$ cat config.mk
export PLATFORM = sky130hd
export DESIGN_NAME = ipv4_flow_key_extractor
export DESIGN_NICKNAME = d
export VERILOG_FILES = /design/src/rtl/core/ipv4fk_pkg.sv /design/src/rtl/core/ipv4fk_lane.sv /design/src/rtl/core/ipv4fk_judge.sv /design/src/rtl/core/ipv4_flow_key_extractor.sv
export VERILOG_INCLUDE_DIRS = /design/src /design/src/rtl/core
export SDC_FILE = /design/constraint.sdc
export NUM_CORES = 1
export LEC_CHECK = 0
export BUFFER_PORTS_ARGS = -buffer_cell sky130_fd_sc_hd__buf_2
export CAP_MARGIN = 20
export CORE_AREA = 2 2 222 224
export DETAILED_ROUTE_END_ITERATION = 8
export DIE_AREA = 0 0 224 226
export PLACE_DENSITY = 0.57
export SLEW_MARGIN = 20
export SYNTH_ARGS = -nofsm -noshare
export SYNTH_HDL_FRONTEND = slang
export SYNTH_SLANG_ARGS = --single-unit
$ cat constraint.sdc
create_clock -name clk -period 12.4 [get_ports clk]
set_input_delay 0.62 -clock clk [delete_from_list [all_inputs] [get_ports clk]]
set_output_delay 0.62 -clock clk [all_outputs]
set_load 0.02 [all_outputs]
$ cat src/rtl/core/ipv4_flow_key_extractor_assert.svh
// ----------------------------------------------------------------------------
// ipv4 flow key extractor assertion macros
// concurrent checks sampled on clk, disabled while rst_n is low
// ----------------------------------------------------------------------------
`ifndef IPV4_FLOW_KEY_EXTRACTOR_ASSERT_SVH
`define IPV4_FLOW_KEY_EXTRACTOR_ASSERT_SVH

`ifndef NO_ASSERTIONS

// expression holds at every edge
`define IPV4FK_ASSERT_ALWAYS(label, expr, msg) \
    label: assert property (@(posedge clk) disable iff (!rst_n) (expr)) else $error(msg);

// antecedent implies consequent in the following cycle
`define IPV4FK_ASSERT_NEXT(label, ante, cons, msg) \
    label: assert property (@(posedge clk) disable iff (!rst_n) (ante) |=> (cons)) \
        else $error(msg);

`else

`define IPV4FK_ASSERT_ALWAYS(label, expr, msg)
`define IPV4FK_ASSERT_NEXT(label, ante, cons, msg)

`endif

`endif

$ cat src/rtl/core/ipv4fk_pkg.sv
// ----------------------------------------------------------------------------
// ipv4fk_pkg
// shared types and constants of the ipv4 flow key extractor
// ----------------------------------------------------------------------------
package ipv4fk_pkg;

    localparam int MAX_FRAME_BYTES_DEF = 2048;

    // link type register codes
    localparam logic [1:0] LT_ETH = 2'd0;
    localparam logic [1:0] LT_PPP = 2'd1;
    localparam logic [1:0] LT_RAW = 2'd2;

    // result status codes
    localparam logic [1:0] ST_OK     = 2'd0;
    localparam logic [1:0] ST_NOT_IP = 2'd1;
    localparam logic [1:0] ST_BAD    = 2'd2;

    localparam int ETH_SKIP    = 14;
    localparam int PPP_SKIP    = 5;
    localparam int RAW_SKIP    = 0;
    localparam int ETH_TAG_POS = 12;
    localparam int PPP_TAG_POS = 3;

    localparam logic [15:0] ETHERTYPE_IPV4 = 16'h0800;
    localparam logic [15:0] PPP_PROTO_IPV4 = 16'h0021;

    localparam int IP_MIN_HDR  = 20;
    localparam int TCP_MIN_HDR = 20;
    localparam int UDP_MIN_HDR = 8;

    localparam logic [7:0] PROTO_TCP    = 8'd6;
    localparam logic [7:0] PROTO_UDP    = 8'd17;
    localparam logic [3:0] IP_VERSION_4 = 4'd4;

    typedef struct packed {
        logic [7:0] data_byte;
        logic       last_byte;
    } in_item_t;

    typedef struct packed {
        logic [1:0]  status;
        logic [31:0] src_addr;
        logic [31:0] dst_addr;
        logic [7:0]  protocol;
        logic [15:0] src_port;
        logic [15:0] dst_port;
    } result_t;

    // header fields captured by one framing lane
    typedef struct packed {
        logic [7:0]  ver_ihl;
        logic [7:0]  protocol;
        logic [31:0] src_addr;
        logic [31:0] dst_addr;
        logic [15:0] src_port;
        logic [15:0] dst_port;
        logic [15:0] link_tag;
    } lane_key_t;

endpackage

$ cat src/rtl/core/ipv4fk_lane.sv
// ----------------------------------------------------------------------------
// ipv4fk_lane
// latches the ip header fields of one framing as the frame bytes go by
// ----------------------------------------------------------------------------
module ipv4fk_lane
    import ipv4fk_pkg::*;
#(
    parameter int CW      = 11,
    parameter int SKIP    = ETH_SKIP,
    parameter int TAG_POS = ETH_TAG_POS
)
(
    input  logic            clk,
    input  logic            cap_en,
    input  logic [CW-1:0]   pos,
    input  logic [7:0]      data_byte,
    output lane_key_t       key
);

    lane_key_t     key_reg;
    lane_key_t     key_next;
    logic [5:0]    ihl_cur;
    logic [CW:0]   port_off;
    logic          port_hit;

    always_comb
    begin
        key_next = key_reg;
        // ihl comes from the current byte while that byte is the version/ihl byte
        ihl_cur  = (pos == CW'(SKIP)) ? {data_byte[3:0], 2'b00}
                                       : {key_reg.ver_ihl[3:0], 2'b00};
        port_off = {1'b0, pos} - (CW+1)'(SKIP) - (CW+1)'(ihl_cur);
        port_hit = !port_off[CW] && (port_off < (CW+1)'(4));
        if (cap_en)
        begin
            if (pos == CW'(SKIP))
                key_next.ver_ihl = data_byte;
            if (pos == CW'(SKIP + 9))
                key_next.protocol = data_byte;
            for (int k = 0; k < 4; k++)
            begin
                if (pos == CW'(SKIP + 12 + k))
                    key_next.src_addr[31 - 8*k -: 8] = data_byte;
                if (pos == CW'(SKIP + 16 + k))
                    key_next.dst_addr[31 - 8*k -: 8] = data_byte;
            end
            if (pos == CW'(TAG_POS))
                key_next.link_tag[15:8] = data_byte;
            if (pos == CW'(TAG_POS + 1))
                key_next.link_tag[7:0] = data_byte;
            if (port_hit)
            begin
                case (port_off[1:0])
                    2'd0:    key_next.src_port[15:8] = data_byte;
                    2'd1:    key_next.src_port[7:0]  = data_byte;
                    2'd2:    key_next.dst_port[15:8] = data_byte;
                    default: key_next.dst_port[7:0]  = data_byte;
                endcase
            end
        end
    end

    always_ff @(posedge clk)
    begin
        key_reg <= key_next;
    end

    assign key = key_next;

endmodule

$ cat src/rtl/core/ipv4fk_judge.sv
// ----------------------------------------------------------------------------
// ipv4fk_judge
// checks framing, length and version and forms the flow key result
// ----------------------------------------------------------------------------
module ipv4fk_judge
    import ipv4fk_pkg::*;
#(
    parameter int LW = 12
)
(
    input  logic [1:0]    link_type,
    input  logic [LW-1:0] frame_len,
    input  lane_key_t     eth_key,
    input  lane_key_t     ppp_key,
    input  lane_key_t     raw_key,
    output result_t       result
);

    lane_key_t     key;
    logic [LW-1:0] skip;
    logic          supported;
    logic          tag_ok;
    logic [LW-1:0] ip_len;
    logic [5:0]    ihl;
    logic [LW-1:0] l4_len;
    logic          is_tcp;
    logic          is_udp;
    logic [LW-1:0] need;

    always_comb
    begin
        key       = raw_key;
        skip      = LW'(RAW_SKIP);
        supported = 1'b1;
        tag_ok    = 1'b1;
        case (link_type)
            LT_ETH:
            begin
                key    = eth_key;
                skip   = LW'(ETH_SKIP);
                tag_ok = (eth_key.link_tag == ETHERTYPE_IPV4);
            end
            LT_PPP:
            begin
                key    = ppp_key;
                skip   = LW'(PPP_SKIP);
                tag_ok = (ppp_key.link_tag == PPP_PROTO_IPV4);
            end
            LT_RAW:
            begin
                key  = raw_key;
                skip = LW'(RAW_SKIP);
            end
            default:
            begin
                supported = 1'b0;
            end
        endcase

        ip_len = frame_len - skip;
        ihl    = {key.ver_ihl[3:0], 2'b00};
        l4_len = ip_len - LW'(ihl);
        is_tcp = (key.protocol == PROTO_TCP);
        is_udp = (key.protocol == PROTO_UDP);
        need   = is_tcp ? LW'(TCP_MIN_HDR) : LW'(UDP_MIN_HDR);

        result = '0;
        if (!supported)
            result.status = ST_NOT_IP;
        else if (frame_len <= skip)
            result.status = ST_BAD;
        else if (!tag_ok)
            result.status = ST_NOT_IP;
        else if ((ip_len < LW'(IP_MIN_HDR)) || (ip_len < LW'(ihl))
                 || (key.ver_ihl[7:4] != IP_VERSION_4))
            result.status = ST_BAD;
        else if ((is_tcp || is_udp) && (l4_len < need))
            result.status = ST_BAD;
        else
        begin
            result.status   = ST_OK;
            result.src_addr = key.src_addr;
            result.dst_addr = key.dst_addr;
            result.protocol = key.protocol;
            if (is_tcp || is_udp)
            begin
                result.src_port = key.src_port;
                result.dst_port = key.dst_port;
            end
        end
    end

endmodule

$ cat src/rtl/core/ipv4_flow_key_extractor.sv
// ----------------------------------------------------------------------------
// ipv4_flow_key_extractor
// byte-wide frame parser that reports status and the ipv4 five-tuple
// ----------------------------------------------------------------------------
//  channel   direction  handshake               payload
//  cfg       in         cfg_wr_en               cfg_wr_data (link type)
//  in        in         in_valid / in_ready     in_data (byte, last flag)
//  out       out        out_valid / out_ready   out_data (status, flow key)
//
//  one byte per cycle unless a last byte waits: input register, then header
//  capture and judge into the result register
//  a last byte waits in the input register only while a result is unread
//  all three framings are captured in parallel lanes; link type picks one
//  reset clears the byte counter, both valid flags and link type (ethernet)
// ----------------------------------------------------------------------------
`include "ipv4_flow_key_extractor_assert.svh"

module ipv4_flow_key_extractor
    import ipv4fk_pkg::*;
#(
    parameter int MAX_FRAME_BYTES = MAX_FRAME_BYTES_DEF
)
(
    input  logic        clk,
    input  logic        rst_n,
    input  logic        cfg_wr_en,
    input  logic [1:0]  cfg_wr_data,
    input  logic        in_valid,
    output logic        in_ready,
    input  in_item_t    in_data,
    output logic        out_valid,
    input  logic        out_ready,
    output result_t     out_data
);

    localparam int PW = $clog2(MAX_FRAME_BYTES);
    localparam int LW = PW + 1;
    localparam int CW = (PW > 7) ? PW : 7;

    logic [1:0]    link_type_reg;
    logic          a_valid_reg;
    in_item_t      a_item_reg;
    logic [PW-1:0] pos_reg;
    logic [PW-1:0] pos_next;
    logic          over_reg;
    logic          over_next;
    logic          out_valid_reg;
    result_t       out_data_reg;

    logic          advance;
    logic          b_go;
    logic          cap_en;
    logic [CW-1:0] pos_cmp;
    logic [LW-1:0] frame_len;
    lane_key_t     eth_key;
    lane_key_t     ppp_key;
    lane_key_t     raw_key;
    result_t       judged;

    // only a last byte needs room in the result register
    assign advance  = !a_item_reg.last_byte || !out_valid_reg || out_ready;
    assign in_ready = !a_valid_reg || advance;
    assign b_go     = a_valid_reg && advance;
    assign cap_en   = b_go && !over_reg;
    assign pos_cmp  = CW'(pos_reg);
    assign frame_len = over_reg ? LW'(MAX_FRAME_BYTES) : (LW'(pos_reg) + LW'(1));

    always_comb
    begin
        pos_next  = pos_reg;
        over_next = over_reg;
        if (b_go)
        begin
            if (a_item_reg.last_byte)
            begin
                pos_next  = '0;
                over_next = 1'b0;
            end
            else if (!over_reg)
            begin
                // oversize frame: counter parks on the last position
                if (pos_reg == PW'(MAX_FRAME_BYTES - 1))
                    over_next = 1'b1;
                else
                    pos_next = pos_reg + PW'(1);
            end
        end
    end

    always_ff @(posedge clk or negedge rst_n)
    begin
        if (!rst_n)
        begin
            link_type_reg <= LT_ETH;
            a_valid_reg   <= 1'b0;
            pos_reg       <= '0;
            over_reg      <= 1'b0;
            out_valid_reg <= 1'b0;
        end
        else
        begin
            if (cfg_wr_en)
                link_type_reg <= cfg_wr_data;
            if (in_ready)
                a_valid_reg <= in_valid;
            pos_reg  <= pos_next;
            over_reg <= over_next;
            if (b_go && a_item_reg.last_byte)
                out_valid_reg <= 1'b1;
            else if (out_ready)
                out_valid_reg <= 1'b0;
        end
    end

    always_ff @(posedge clk)
    begin
        if (in_valid && in_ready)
            a_item_reg <= in_data;
        if (b_go && a_item_reg.last_byte)
            out_data_reg <= judged;
    end

    ipv4fk_lane #(
        .CW      (CW),
        .SKIP    (ETH_SKIP),
        .TAG_POS (ETH_TAG_POS)
    ) u_lane_eth (
        .clk       (clk),
        .cap_en    (cap_en),
        .pos       (pos_cmp),
        .data_byte (a_item_reg.data_byte),
        .key       (eth_key)
    );

    ipv4fk_lane #(
        .CW      (CW),
        .SKIP    (PPP_SKIP),
        .TAG_POS (PPP_TAG_POS)
    ) u_lane_ppp (
        .clk       (clk),
        .cap_en    (cap_en),
        .pos       (pos_cmp),
        .data_byte (a_item_reg.data_byte),
        .key       (ppp_key)
    );

    ipv4fk_lane #(
        .CW      (CW),
        .SKIP    (RAW_SKIP),
        .TAG_POS (RAW_SKIP)
    ) u_lane_raw (
        .clk       (clk),
        .cap_en    (cap_en),
        .pos       (pos_cmp),
        .data_byte (a_item_reg.data_byte),
        .key       (raw_key)
    );

    ipv4fk_judge #(
        .LW (LW)
    ) u_judge (
        .link_type (link_type_reg),
        .frame_len (frame_len),
        .eth_key   (eth_key),
        .ppp_key   (ppp_key),
        .raw_key   (raw_key),
        .result    (judged)
    );

    assign out_valid = out_valid_reg;
    assign out_data  = out_data_reg;

    `IPV4FK_ASSERT_ALWAYS(a_pos_range, pos_reg <= PW'(MAX_FRAME_BYTES - 1), "byte counter out of range")
    `IPV4FK_ASSERT_ALWAYS(a_over_parked, !over_reg || (pos_reg == PW'(MAX_FRAME_BYTES - 1)), "oversize flag without parked counter")
    `IPV4FK_ASSERT_NEXT(a_last_gives_result, b_go && a_item_reg.last_byte, out_valid_reg && (pos_reg == '0) && !over_reg, "last byte did not produce a result")
    `IPV4FK_ASSERT_ALWAYS(a_fail_zero_key, !out_valid_reg || (out_data_reg.status == ST_OK) || ((out_data_reg.src_addr == '0) && (out_data_reg.dst_addr == '0) && (out_data_reg.protocol == '0) && (out_data_reg.src_port == '0) && (out_data_reg.dst_port == '0)), "failed result carries key fields")

endmodule
==> summary.txt <==
Floorplanning
  • Die Height: 226 um
  • Die area: 50600 sq um
  • Core Area: 48300 sq um
  • Die X: 224 um
  • I/O pin count: 124
  • Starting Density: 0.444
  • Cell row count: 81

Hold path
  • Hold crit path type: in -> reg
  • Hold_sp: in_data[0]

Timing
  • Relative slew slack: 0.306
  • Hold Slack: 0.205 ns
  • Maximum clock rate: 0.160 GHz
  • Tmin final: 6.26 ns
  • Crit share post-route: 0.505
  • Measured slew at the worst slew-check pin: 1.03 ns
  • Finish-stage setup viols: 0
  • Slew Limit Fails: 0
  • Setup TNS: 0 ns
  • Final hold viol count: 0
  • Unrepaired setup endpoints after global routing: no
  • Clock skew: 0.0173 ns

Synth
  • Syn Nets: 2056
  • Post-Synth XOR/XNOR Area: 0.00611
  • Simple-gate share of the synthesized area: 0.132
  • Netlist cell types: 84
  • Combinational family with the most area after synthesis: multiplexers
  • Compound-Gate Fraction of Synth Area: 0.108
  • Dominant synthesized flop cell: dfxtp_1
  • Ys async rst share: 0.0321
  • Synthesized area: 21500 sq um
  • Number of enable flip-flop cells after synthesis: 115
  • Area contributors post-synth: dfxtp_1 34%, edfxtp_1 16%, mux2_2 15%, nand2_1 4.1%, nor2_1 3.0%
  • Register bit count reported by yosys: 499
  • Number of synthesis warnings: 0
  • Syn Inst Count: 2000
  • Synth top area share: 0.343
  • Synth Area in Adders: 0.0240
  • Sequential share of the synthesized area: 0.522
  • Multiplexer share of the synthesized area: 0.172
  • Syn_area_per_cell: 10.7 sq um
  • Yosys top cell by area: dfxtp_1

Finish
  • ANT cells: 0
  • Fin nets: 2120
  • Post-route cell area: 24200 sq um
  • Share of layout cells above drive strength 1: 0.267
  • P&R area growth vs syn: 12.6%
  • Filler instances: 4437

Status
  • Status: finished, final reports clean

Power and ir drop
  • Power Density: 177 nW/um^2
  • Peak supply drop: 98.8 uV
  • Leakage: 10.2 nW

Critical path
  • Worst Setup SP: pos_cmp[10]$_DFFE_PN0P_
  • Critical path class: reg -> reg
  • Critical path required time: 12.69 ns
  • Slowest CP cell: or4_1
  • CP Max Fanout: 71
  • Critical-path cell list: or4_1, or2_2, nor3_2, mux2_2, o21ai_0, nand2_1, o21ai_0, ha_1, a21o_1, a31o_2, nor3_1, a211oi_1, o32ai_1, o2111ai_1, o31ai_4, buf_4, nor2_1
  • R2R Path Start: pos_cmp[10]$_DFFE_PN0P_
  • Type of origin of the critical path: flop
  • CP max stage delay: 0.81 ns
  • Worst Setup End Kind: flop
  • Crit path DAT: 6.56 ns
  • Critical Path Most Common Cell: o21ai_0

Clock network
  • Root buffer cell: clkbuf_16
  • TritonCTS clock tree: built
  • Clk pin slew, worst setup/hold paths: 0.07 ns
  • H-tree depth: 2
  • Num CTS Buffers: 51
  • CTS sink count: 499
  • Worst skew pair latency: 0.59 ns
  • CTS resizes: 0
  • Clock tree buffer depth: 3

Drt
  • Via count: 15200
  • Max Used Layer: met4
  • Via density: 5.58
  • DRC Markers: 0
  • DR WL met3: 2.68 mm
  • Antenna-violating nets left: 0
  • 1st-pass router iterations: 8
  • Met1 wire length: 25.0 mm
  • Drt wl/cell: 20.9 um
  • DR iter-0 viols: 1049
  • WL met2: 27.9 mm
  • Final wirelength: 57.2 mm

Global route
  • Total grt overflow: 0
  • Vias in the first global route: 15300
  • Global-route wire length before repair: 88.0 mm
  • Largest net degree at the start of global routing: 84
  • Initial antenna violation count: 0
  • Global Route Usage Sum: 0.224

Run
  • Max cap viols: 0

Placed design
  • Placer Congestion: 0.908
  • Placement Cell Area: 22500 sq um
  • Port Buf Inserts: 123
  • DP Wirelength: 36.2 mm
## worst paths after layout
check	end	slack, ns	cells after the start
max reg2reg	out_data[53]$_SDFFCE_PP0P_	6.14	17
min reg2reg	u_lane_ppp.key_reg[112]$_DFF_P_	0.45	2
min in group asynchronous	out_valid$_DFFE_PN0P_	0.50	2
min	a_item_reg[0]$_DFFE_PP_	0.21	1
max in group asynchronous	link_type_reg[1]$_DFFE_PN0P_	11.56	2
max	out_data[53]$_SDFFCE_PP0P_	6.14	17
## cell usage in the layout (no fill, tap or decap), drive strengths merged, types with 13 or more instances in the layout
| master | instances |
|---|---|
| o31a | 13 |
| o21ai | 55 |
| clkinv | 25 |
| a21oi | 74 |
| ha | 38 |
| nor2 | 177 |
| clkbuf | 67 |
| a211o | 17 |
| a21o | 36 |
| o211a | 18 |
| dfxtp | 368 |
| or2 | 15 |
| and2 | 19 |
| nand2 | 237 |
| o21a | 14 |
| nand3 | 26 |
| buf | 146 |
| edfxtp | 115 |
| nor4 | 20 |
| o31ai | 22 |
| or3 | 16 |
| inv | 49 |
| mux2 | 290 |
| dfrtp | 16 |
| nor3 | 21 |
| a221oi | 17 |
| mux2i | 43 |
| nor2b | 27 |
## Yosys cell counts (8+ instances only)
library cell / count
and2_1: 18
xnor2_1: 9
or2_2: 14
or3_1: 16
o211a_1: 18
a311oi_1: 9
a21o_1: 36
ha_1: 38
nor4_1: 19
dfrtp_1: 16
o31a_1: 13
a21oi_1: 74
buf_2: 8
nand3_1: 26
and3_1: 8
nor2b_1: 27
nor2_1: 174
a211o_1: 17
nor3_1: 15
o21ai_0: 55
mux2i_1: 43
mux2_2: 289
nand4_1: 11
a31oi_1: 12
edfxtp_1: 115
nand2_1: 237
clkbuf_1: 111
o31ai_1: 21
o21a_1: 14
a221oi_1: 11
inv_1: 46
dfxtp_1: 368
nand2b_1: 8
## power by group
group          total [mW]  internal [mW]  switching, mW
sequential           1.91           1.82         0.0915
combinational       0.838          0.343          0.495
clock                1.53          0.872          0.657
total                4.28           3.03           1.24
## stage by stage
step	instances	utilization	setup slack [ns]	total power, mW
5_1_grt	2729	0.500	5.55	4.47
2_1_floorplan	2000	-	5.44	2.55
3_5_place_dp	2632	0.465	6.09	2.77
4_1_cts	2729	0.500	6.08	4.30
6_report	2729	0.500	6.14	4.28
3_3_place_gp	2632	0.465	6.23	2.75
## logic make-up (layout without fill, tap and decap cells)
logic type / count (synthesis) / in the layout
AOI/OAI and AO/OA: 326 / 326
xor gates and xnor gates: 15 / 15
adders and majority gates: 40 / 40
buffers and inverters: 183 / 290
DFF: 499 / 499
muxes: 333 / 333
and+or+nand+nor: 604 / 604
## layout make-up
class	instances	area [sq um]	area share
Multi-Input combinational cell	1318	9530	0.394
Inverter	47	176	0.00730
Tap cell	622	778	0.0322
Timing Repair Buffer	147	798	0.0330
Clock buffer	67	1460	0.0604
Clock inverter	29	210	0.00869
Sequential cell	499	11200	0.464
## repair_timing
item / CTS / global route
endpoints found under the setup margin: 0 / 0
hold endpoints to repair: 16 / 0
hold buffers: 1 / 0
buffers inserted: 0 / 0
## layer usage
layer	vias up	global-route usage
li1	7229	-
met1	7503	0.286
met2	397	0.385
met3	102	0.0364
met4	0	0.0761
met5	-	0
## critical path: cells and delay by family, from the launching register on
family | cells | cell delay, ns
and+or+nand+nor | 6 | 2.35
muxes | 1 | 0.42
DFF | 1 | 0.43
AOI/OAI and AO/OA | 8 | 1.70
buffers and inverters | 1 | 0.70
adders and majority gates | 1 | 0.30
(Power assumes the default switching activity.)
